$ cat src/design/sao_pkg.sv
package sao_pkg;

  localparam int MAX_VERTS = 16;
  localparam int MAX_AXES  = 16;

  // Index and count widths derived from the store depths.
  localparam int VW  = $clog2(MAX_VERTS);
  localparam int VCW = $clog2(MAX_VERTS + 1);
  localparam int AW  = (MAX_AXES > 1) ? $clog2(MAX_AXES) : 1;
  localparam int ACW = $clog2(MAX_AXES + 1);
  localparam int KW  = $clog2(2 * MAX_AXES + 1);

  // Request codes carried in req_type.
  typedef enum logic [2:0] {
    REQ_VERT_A = 3'd0,
    REQ_VERT_B = 3'd1,
    REQ_AXIS_A = 3'd2,
    REQ_AXIS_B = 3'd3,
    REQ_EVAL   = 3'd4
  } req_t;

  typedef enum logic [1:0] {
    ST_IDLE,
    ST_FEED,
    ST_DRAIN,
    ST_DONE
  } state_t;

  typedef struct packed {
    logic [2:0]         req_type;
    logic signed [15:0] coord_x;
    logic signed [15:0] coord_y;
  } in_word_t;

  typedef struct packed {
    logic               collides;
    logic signed [15:0] normal_x;
    logic signed [15:0] normal_y;
    logic [32:0]        overlap_depth;
    logic               load_dropped;
  } out_word_t;

  // Running projection record handed from cell to cell.
  typedef struct packed {
    logic               valid;
    logic signed [15:0] ax_x;
    logic signed [15:0] ax_y;
    logic               a_seen;
    logic signed [32:0] a_min;
    logic signed [32:0] a_max;
    logic               b_seen;
    logic signed [32:0] b_min;
    logic signed [32:0] b_max;
  } proj_rec_t;

  // Per-cell load and enable controls.
  typedef struct packed {
    logic               wr_a;
    logic               wr_b;
    logic               act_a;
    logic               act_b;
    logic signed [15:0] x;
    logic signed [15:0] y;
  } cell_ctl_t;

  // Accumulator results seen by the sequencer.
  typedef struct packed {
    logic               hit;
    logic signed [15:0] best_x;
    logic signed [15:0] best_y;
    logic [32:0]        best_depth;
    logic [KW-1:0]      done_cnt;
  } acc_stat_t;

endpackage

$ cat src/design/sao_cell.sv
module sao_cell (
  input  logic               clk,
  input  logic               rst,
  input  sao_pkg::cell_ctl_t ctl,
  input  sao_pkg::proj_rec_t rec_in,
  output sao_pkg::proj_rec_t rec_out
);

  logic signed [15:0] ax, ay, bx, by;
  logic signed [31:0] pax, pay, pbx, pby;
  logic signed [32:0] dot_a, dot_b;
  sao_pkg::proj_rec_t rec_next;

  // One vertex of each polygon lives in this cell.
  always_ff @(posedge clk) begin
    if (ctl.wr_a) begin
      ax <= ctl.x;
      ay <= ctl.y;
    end
    if (ctl.wr_b) begin
      bx <= ctl.x;
      by <= ctl.y;
    end
  end

  // Project both vertices onto the passing axis.
  always_comb begin
    pax = 32'(rec_in.ax_x) * 32'(ax);
    pay = 32'(rec_in.ax_y) * 32'(ay);
    pbx = 32'(rec_in.ax_x) * 32'(bx);
    pby = 32'(rec_in.ax_y) * 32'(by);
    dot_a = {pax[31], pax} + {pay[31], pay};
    dot_b = {pbx[31], pbx} + {pby[31], pby};
  end

  // Fold this cell's projections into the running interval.
  always_comb begin
    rec_next = rec_in;
    if (ctl.act_a) begin
      if (!rec_in.a_seen || (dot_a < $signed(rec_in.a_min))) rec_next.a_min = dot_a;
      if (!rec_in.a_seen || (dot_a > $signed(rec_in.a_max))) rec_next.a_max = dot_a;
      rec_next.a_seen = 1'b1;
    end
    if (ctl.act_b) begin
      if (!rec_in.b_seen || (dot_b < $signed(rec_in.b_min))) rec_next.b_min = dot_b;
      if (!rec_in.b_seen || (dot_b > $signed(rec_in.b_max))) rec_next.b_max = dot_b;
      rec_next.b_seen = 1'b1;
    end
  end

  always_ff @(posedge clk) begin
    if (rst) begin
      rec_out.valid <= 1'b0;
    end else begin
      rec_out.valid <= rec_next.valid;
    end
    rec_out.ax_x   <= rec_next.ax_x;
    rec_out.ax_y   <= rec_next.ax_y;
    rec_out.a_seen <= rec_next.a_seen;
    rec_out.a_min  <= rec_next.a_min;
    rec_out.a_max  <= rec_next.a_max;
    rec_out.b_seen <= rec_next.b_seen;
    rec_out.b_min  <= rec_next.b_min;
    rec_out.b_max  <= rec_next.b_max;
  end

endmodule

$ cat config.mk
export PLATFORM = sky130hd
export DESIGN_NAME = sao_cell
export DESIGN_NICKNAME = d
export VERILOG_FILES = /design/src/design/sao_pkg.sv /design/src/design/sao_cell.sv
export SDC_FILE = /design/constraint.sdc
export NUM_CORES = 2
export LEC_CHECK = 0
export ABC_CLOCK_PERIOD_IN_PS = 28000
export BUFFER_PORTS_ARGS = -buffer_cell sky130_fd_sc_hd__clkbuf_2
export CAP_MARGIN = 20
export CORE_ASPECT_RATIO = 0.5
export CORE_UTILIZATION = 65
export CTS_CLUSTER_DIAMETER = 60
export DETAILED_ROUTE_END_ITERATION = 12
export PLACE_DENSITY = 0.85
export SYNTH_ARGS = -nofsm -noshare
export SYNTH_HDL_FRONTEND = slang
export SYNTH_SLANG_ARGS = --single-unit
$ cat constraint.sdc
create_clock -name clk -period 28 [get_ports clk]
set_input_delay 1.4 -clock clk [delete_from_list [all_inputs] [get_ports clk]]
set_output_delay 1.4 -clock clk [all_outputs]
set_load 0.01 [all_outputs]
==> out/results.ini <==
[outcome]
outcome=completed

[synthesis]
netlist_area_sq_um=50400
synthMuxAreaShare_pct=2.97
ys_async_sr_fraction_pct=0
syn_nets=7020
synth_edf_count=64
yosysWarnings=0
synth_cell_type_count=57
synth_compound_area_share_pct=3.43
synth.largest_area_cell=fa_1
synth_top_flop_cell=dfxtp_1
synth-simple-area-share_pct=12.2
yosysTopAreaCellShare_pct=46.4
syn_inst=5219
synth_top_cells_by_area=fa_1 46%, inv_1 11%, ha_1 11%
synthXorXnorAreaFrac_pct=1.53
synth.yosys.seq_area_share_pct=10.4
synthAdderAreaFrac_pct=57.0
avgSynthCellArea_sq_um=9.67
synth-seq-cells=231
synth_top_family_by_area=adder cells

[critical_path]
reg2reg_from=ax[2]
crit_required_ps=28490
max_stage_delay_ps=800
crit_slowest_cell=nor2_4
crit_path_start=rec_in[158]
cp-endpoint=rec_out[94]
cp-start-kind=input pin
r2r-end=rec_out[94]
worstPathMaxFanout=33
rr_worst_depth=30
cp_common_cell=fa_1
path_class=in -> reg
crit_path_end_kind=flop
worstPathArrival_ps=11560
rrSetupSlack_ps=17420

[timing]
worst_pin_slew_ps=1100
tns_ps=0
finClkSkew_ps=19.1
max_freq_ghz=0.0903
rsz0062_at_grt=false
fin_crit_sh_pct=39.6
drv_slew=0
finalHoldViolations=0
setup_viol=0
final.min_clock_period_ps=11080
maxSlewHeadroom_pct=26.7

[route]
vias=35600
drc_errors=0
vias_per_cell=5.49
routed_wl_microns=126000
drt-initial-drc-count=2109
drt_pre_antenna_iters=5
avgRoutedWirePerCell_microns=19.4
detail-route-antenna-nets=0

[hold_path]
min_path_type=in -> reg

[placement]
io_buffers=371
dp_hpwl_microns=105000
place.gp.congestion=0.932

[clocking]
cts_buffers=24
ctsHtreeMaxLevel=1
cts-root-buf=clkbuf_16
clk_path_buf_depth=3
clkLatencyLatePin_ps=600
post_cts_buffers=0
ctsResizeCount=0
cts_sinks=231
clk_pin_slew_ps=60
postCtsHoldBufs=0
cts_tree=yes

[layout]
final_cell_mix=1504 x inv_1, 1168 x fa_1, 507 x and2_1
layout-drive-gt1-share_pct=10.2
final_common_cell=inv_1
syn2layout_area_growth_pct=6.92
final_nets=7251

[run]
max_cap_violations=0

[grt]
grt_max_degree=34
globalRoute.totalOverflow=0
grt_pass1_wl_microns=207000
gr-usage-all-layers_pct=33.8
grt_pass1_vias=40100
antenna_found_initial=1

[floorplanning]
die_h_microns=199
placementRows=71
dieWidth_microns=396
io_pins=372
initial_core_util_pct=66.4
core-area_sq_um=76000
dieArea_sq_um=78800

-- per-layer routing --
metal	global-route usage [%]	up-vias	share of wire [%]
met2	56.0	1783	47
met3	9.31	269	11
met5	0	-	0
li1	-	15600	-
met4	9.01	0	2.6
met1	44.0	17900	39
-- metrics by stage --
stage / instance area (sq um) / setup slack (ps) / hold slack [ps] / utilization [%] / std cells
final: 53900 / 16920 / 956 / 71.0 / 6493
after detailed placement: 53000 / 16250 / 1310 / 69.8 / 6444
after floorplan: 50400 / 17830 / 814 / - / 5219
after global routing: 53900 / 16420 / 957 / 71.0 / 6491
after global placement: 53000 / 16410 / 1300 / 69.8 / 6443
after CTS: 53900 / 16880 / 929 / 70.9 / 6488
-- cell families after synthesis --
| group | after synthesis |
|---|---|
| buffers and inverters | 1681 |
| adders and majority gates | 1596 |
| muxes | 134 |
| and+or+nand+nor | 1215 |
| AOI/OAI and AO/OA | 274 |
| DFF | 231 |
| xor gates and xnor gates | 88 |
-- state kept, by name (all words and copies together), names as in the netlist --
register and count:
bx 16, ax 16, by 16, ay 16, rec_out 167
-- worst max-delay path: cells and delay by family --
kind / cells / cell delay [ps]
buffers and inverters: 6 / 930
adders and majority gates: 10 / 4720
and+or+nand+nor: 5 / 1720
xor gates and xnor gates: 1 / 390
AOI/OAI and AO/OA: 9 / 1950
muxes: 1 / 420
-- cell type report --
class | instances | area (sq um)
tap | 1022 | 1280
sequential | 231 | 5270
fill | 5382 | 22000
clock buffer | 30 | 664
timing repair buffer | 382 | 1980
antenna | 3 | 7.51
clock inverter | 14 | 183
multi-input combinational | 3307 | 38900
inverter | 1504 | 5650
-- cells in the mapped netlist (3+ instances only) --
cell type	instances
inv_1	1504
fa_1	1168
and2_1	507
nand2_1	496
ha_1	428
clkbuf_1	175
dfxtp_1	167
mux2_2	124
nor2_1	85
a21oi_1	74
xnor2_1	70
o21ai_0	69
edfxtp_1	64
nand2b_1	29
a21o_1	25
nand4_1	24
o21a_1	22
a211oi_1	18
xor2_1	18
nand3_1	17
nor3_1	17
nor2b_1	11
mux2i_1	10
o211ai_1	10
a31oi_1	9
o21bai_1	9
and4_1	6
o2111ai_1	5
a2111oi_0	4
nand3b_1	4
nor3b_1	4
or2_2	4
or3_1	4
and3_1	3
o21ai_1	3
o31a_1	3
-- worst min-delay path by stage --
stage	startpoint	endpoint	slack [ps]	cells past startpoint
after floorplan	bx[0]	rec_out[33]	810	3
after global placement	bx[0]	rec_out[33]	1300	3
after detailed placement	bx[0]	rec_out[0]	1310	3
after CTS	rst	rec_out[166]	930	2
after global routing	rst	rec_out[166]	960	2
final	rst	rec_out[166]	960	2
Power is not shown: default switching activity piles up to over one toggle a cycle in this logic, so the estimate is an artifact.
