--- config.mk ---
export PLATFORM = sky130hd
export DESIGN_NAME = sao_accum
export DESIGN_NICKNAME = d
export VERILOG_FILES = /design/src/design/sao_pkg.sv /design/src/design/sao_accum.sv
export SDC_FILE = /design/constraint.sdc
export NUM_CORES = 1
export LEC_CHECK = 0
export ABC_AREA = 1
export BUFFER_PORTS_ARGS = -buffer_cell sky130_fd_sc_hd__buf_2
export CAP_MARGIN = 30
export CORE_MARGIN = 3
export CORE_UTILIZATION = 50
export DETAILED_ROUTE_END_ITERATION = 8
export PLACE_DENSITY = 0.79
export RECOVER_POWER = 50
export SYNTH_ARGS = -nofsm -noshare
export SYNTH_HDL_FRONTEND = slang
export SYNTH_SLANG_ARGS = --single-unit
--- constraint.sdc ---
create_clock -name clk -period 6.23 [get_ports clk]
set_input_delay 0.9345 -clock clk [delete_from_list [all_inputs] [get_ports clk]]
set_output_delay 0.9345 -clock clk [all_outputs]
set_load 0.01 [all_outputs]
--- src/design/sao_pkg.sv ---
package sao_pkg;

  localparam int MAX_VERTS = 16;
  localparam int MAX_AXES  = 16;

  // Index and count widths derived from the store depths.
  localparam int VW  = $clog2(MAX_VERTS);
  localparam int VCW = $clog2(MAX_VERTS + 1);
  localparam int AW  = (MAX_AXES > 1) ? $clog2(MAX_AXES) : 1;
  localparam int ACW = $clog2(MAX_AXES + 1);
  localparam int KW  = $clog2(2 * MAX_AXES + 1);

  // Request codes carried in req_type.
  typedef enum logic [2:0] {
    REQ_VERT_A = 3'd0,
    REQ_VERT_B = 3'd1,
    REQ_AXIS_A = 3'd2,
    REQ_AXIS_B = 3'd3,
    REQ_EVAL   = 3'd4
  } req_t;

  typedef enum logic [1:0] {
    ST_IDLE,
    ST_FEED,
    ST_DRAIN,
    ST_DONE
  } state_t;

  typedef struct packed {
    logic [2:0]         req_type;
    logic signed [15:0] coord_x;
    logic signed [15:0] coord_y;
  } in_word_t;

  typedef struct packed {
    logic               collides;
    logic signed [15:0] normal_x;
    logic signed [15:0] normal_y;
    logic [32:0]        overlap_depth;
    logic               load_dropped;
  } out_word_t;

  // Running projection record handed from cell to cell.
  typedef struct packed {
    logic               valid;
    logic signed [15:0] ax_x;
    logic signed [15:0] ax_y;
    logic               a_seen;
    logic signed [32:0] a_min;
    logic signed [32:0] a_max;
    logic               b_seen;
    logic signed [32:0] b_min;
    logic signed [32:0] b_max;
  } proj_rec_t;

  // Per-cell load and enable controls.
  typedef struct packed {
    logic               wr_a;
    logic               wr_b;
    logic               act_a;
    logic               act_b;
    logic signed [15:0] x;
    logic signed [15:0] y;
  } cell_ctl_t;

  // Accumulator results seen by the sequencer.
  typedef struct packed {
    logic               hit;
    logic signed [15:0] best_x;
    logic signed [15:0] best_y;
    logic [32:0]        best_depth;
    logic [KW-1:0]      done_cnt;
  } acc_stat_t;

endpackage

--- src/design/sao_accum.sv ---
module sao_accum (
  input  logic               clk,
  input  logic               rst,
  input  logic               start,
  input  sao_pkg::proj_rec_t rec,
  output sao_pkg::acc_stat_t stat
);

  logic               have;
  logic               sep;
  logic signed [32:0] lo_max, hi_min;
  logic signed [33:0] depth_full;
  logic [32:0]        depth;

  // Separation test and overlap of the two intervals.
  always_comb begin
    sep = !rec.a_seen || !rec.b_seen ||
          ($signed(rec.a_min) > $signed(rec.b_max)) ||
          ($signed(rec.b_min) > $signed(rec.a_max));
    lo_max = ($signed(rec.a_max) < $signed(rec.b_max)) ? rec.a_max : rec.b_max;
    hi_min = ($signed(rec.a_min) > $signed(rec.b_min)) ? rec.a_min : rec.b_min;
    depth_full = {lo_max[32], lo_max} - {hi_min[32], hi_min};
    depth = depth_full[32:0];
  end

  // Axes arrive in load order; the first separation freezes the answer.
  always_ff @(posedge clk) begin
    if (rst || start) begin
      stat.hit      <= 1'b1;
      have          <= 1'b0;
      stat.done_cnt <= '0;
    end else if (rec.valid) begin
      stat.done_cnt <= stat.done_cnt + 1'b1;
      if (stat.hit) begin
        if (sep) begin
          stat.hit <= 1'b0;
        end else if (!have || (depth < stat.best_depth)) begin
          have            <= 1'b1;
          stat.best_depth <= depth;
          stat.best_x     <= rec.ax_x;
          stat.best_y     <= rec.ax_y;
        end
      end
    end
    if (start) begin
      stat.best_depth <= '0;
      stat.best_x     <= '0;
      stat.best_y     <= '0;
    end
  end

endmodule

==> run_results.csv <==
group,metric,value,unit
sta,worst_slack,0.04699,ns
detailed_routing,vias_per_cell,5.415,
detailed_routing,vias,12271,
pwr,switching_share,0.4295,
pwr,ir_drop,0.1322,mV
grt,grt_pass1_wl,51340,um
detailed_routing,wl_per_cell,15.75,um
synth,synth_top_family_by_area,"simple AND/OR/NAND/NOR gates",
synth,muxShareOfSynthArea,0,
cts,cts_tree,"done",
final_layout,area_growth,48.16,%
cts,cts_made_buffers,9,
synth,synth_area_leader_cell,"ha_1",
sta,setup_tns,0,ns
grt,grt_max_degree,35,
pwr,p_int,1882,uW
synth,synth.avg_cell_area,6.303,um2
synth,synthXorXnorAreaFrac,0.02683,
setup_path,reg2reg_slack,3.56,ns
setup_path,crit_slowest_cell,"ha_1",
synth,synth_area,9468,um2
setup_path,cp_slowest_stage_delay,0.35,ns
grt,grt_pass1_vias,11208,
placement,hpwl,27850,um
sta,finalMaxSlewViolations,0,
final_layout,nFillCells,1446,
floorplan,io_pins,242,
pwr,power_frac_comb,0.704,
pwr,seqPwrFrac,0.144,
detailed_routing,ant_nets,0,
sta,fmax,161.7,MHz
synth,synth_top_area_frac,0.2590,
grt,antenna_found_initial,0,
detailed_routing,dr.pass1.iters,6,
sta,clock_skew,0.005439,ns
floorplan,die_area,20620,um2
final_layout,design_area,14030,um2
setup_path,critical_path_class,"in2reg",
floorplan,die-width,143.6,um
detailed_routing,drt_wl_total,35700,um
cts,insertion_delay,0.34,ns
detailed_routing,drt_iter0_markers,714,
sta,setup_violations,0,
final_layout,nets,2399,
sta,hold_slack,0.5050,ns
cts,postCtsHoldBufs,0,
pwr,clockPowerShare,0.152,
run,maxCapViolations,0,
floorplan,placementRows,49,
floorplan,die_height,143.6,um
placement,port_buffers,241,
synth,synth.distinct_cells,39,
synth,synthAdderAreaFrac,0.2611,
pwr,p_leak,0.007529,uW
synth,yosys-top-cells-area,"ha_1, dfxtp_1, nand2_1",
sta,relSlewSlack,0.5116,
synth,async_flop_share,0,
detailed_routing,drc,0,
floorplan,coreArea,18270,um2
final_layout,n_antenna_cell,0,
floorplan,initial_core_util,0.5182,
placement,routabilityCongestion,1.034,
synth,yosysMostFrequentCell,"nand2_1",
grt,globalRouteOverflowTotal,0,
cts,cts_htree_levels,3,
pwr,switchingPower,1417,uW
sta,timing.final.crit_share,0.9925,
pwr,p_per_area,235.2,nW/um2
setup_path,cp-end-kind,"register",
grt,grt_usage,0.3053,
setup_path,worst_setup_path_start_kind,"input pin",
synth,synth_compound_area_frac,0.1887,
synth,ys_ff_latch,73,
hold_path,hold_path_depth,2,
pwr,finalPower,3300,uW
synth,synth_edf_count,0,
synth,syn-num-nets,1869,
synth,yosysWarnings,0,
synth,synth-main-ff-cell,"dfxtp_1",
cts,clockRootBuffer,"clkbuf_16",
run_status,outcome,"finished, final reports clean",
synth,ys_top_cells_by_count,"nand2_1, nor2_1, inv_1",
cts,cts_max_path_buffers,2,
setup_path,required,6.45,ns
hold_path,hp-class,"reg2reg",
setup_path,cp_common_cell,"nand2_1",
sta,finalHoldViolations,0,
placement,placed_area,12960,um2
cts,clk_pin_slew,0.06,ns
synth,synthCells,1502,
placement,dp_slack,-0.5149,ns
final_layout,layout-drive-gt1-share,0.3054,
sta,fin_crit,6.183,ns
setup_path,critPathArrivalTime,6.41,ns
synth,synthSimpleGateAreaFrac,0.2654,
setup_path,critPathMaxFanout,22,
synth,yosysSeqAreaShare,0.1544,
cts,clkSinkCount,73,
setup_path,reg2regPathDepth,16,
sta,worst_slew_pin_slew,0.7282,ns
## cell type report
| class | count | area (um2) | share of cell area |
|---|---|---|---|
| clock buffer | 13 | 270.3 | 0.01927 |
| inverter | 213 | 803.3 | 0.05727 |
| sequential | 73 | 1461 | 0.1042 |
| tap | 229 | 286.5 | 0.02043 |
| clock inverter | 3 | 22.52 | 0.001606 |
| multi-input combinational | 1187 | 7562 | 0.5391 |
| timing repair buffer | 548 | 3621 | 0.2581 |
## path summary, 6_finish.rpt
kind,startpoint,end
hold reg to reg,stat[54],stat[54]
setup reg to reg,stat[28],stat[37]
hold / removal,stat[54],stat[54]
setup / recovery,rec[37],stat[37]
## registers in the layout, summed over array words and instances (netlist names)
signal	cells
have	1
stat	72
## kinds of logic after synthesis
logic type / count (synthesis)
AND/OR/NAND/NOR: 622
AO/OA/AOI/OAI: 336
buffers and inverters: 245
adder cells (fa/ha/maj): 197
flip-flops: 73
XOR/XNOR: 29
## per-stage QoR
stage | std cells | utilization
floorplan | 1502 | -
global placement | 2226 | 0.7096
detailed placement | 2226 | 0.7096
CTS | 2244 | 0.7268
global route | 2266 | 0.7678
finish | 2266 | 0.7678
## power groups by stage
stage          sequential (uW)  clock (uW)  combinational, uW
2_1_floorplan              487           0               1050
3_3_place_gp               485           0               1950
3_5_place_dp               486           0               2000
4_1_cts                    475         505               2020
5_1_grt                    476         524               2540
6_report                   476         502               2320
## worst max-delay path: cells and delay by family
family,cells,cell delay (ns)
XOR/XNOR,1,0.18
buffers and inverters,8,1.02
AO/OA/AOI/OAI,9,1.66
AND/OR/NAND/NOR,19,1.72
adder cells (fa/ha/maj),3,0.86
## cells in the final DEF, fill, tap and decap left out, drive strengths merged
| master | instances |
|---|---|
| o31ai | 1 |
| a221oi | 2 |
| inv | 212 |
| xor2 | 20 |
| o211a | 1 |
| fa | 1 |
| nor3 | 18 |
| clkinv | 3 |
| clkbuf | 80 |
| or2 | 1 |
| ha | 196 |
| nand3 | 42 |
| a31oi | 1 |
| a21o | 12 |
| o21ai | 181 |
| dfxtp | 73 |
| o211ai | 2 |
| a21oi | 119 |
| o21a | 8 |
| nand3b | 3 |
| buf | 481 |
| a21boi | 6 |
| xnor2 | 9 |
| nor4 | 5 |
| clkinvlp | 1 |
| o21bai | 2 |
| nor2 | 226 |
| nand2 | 314 |
| a22oi | 1 |
| nand4 | 16 |
## timing repair
action                                  CTS  global route
pin swaps                                 1            50
resized for setup                         2           149
cloned                                    2             5
setup buffers                             0            17
endpoints found under the setup margin   64            65
## per-layer routing
layer | vias to the layer above | share of wire | GRT usage
met5 | - | 0 | 0
met4 | 0 | 0.027 | 0.07830
met3 | 84 | 0.075 | 0.03627
met2 | 562 | 0.49 | 0.5602
met1 | 5612 | 0.40 | 0.3777
li1 | 6013 | - | -
(Power assumes the default switching activity.)
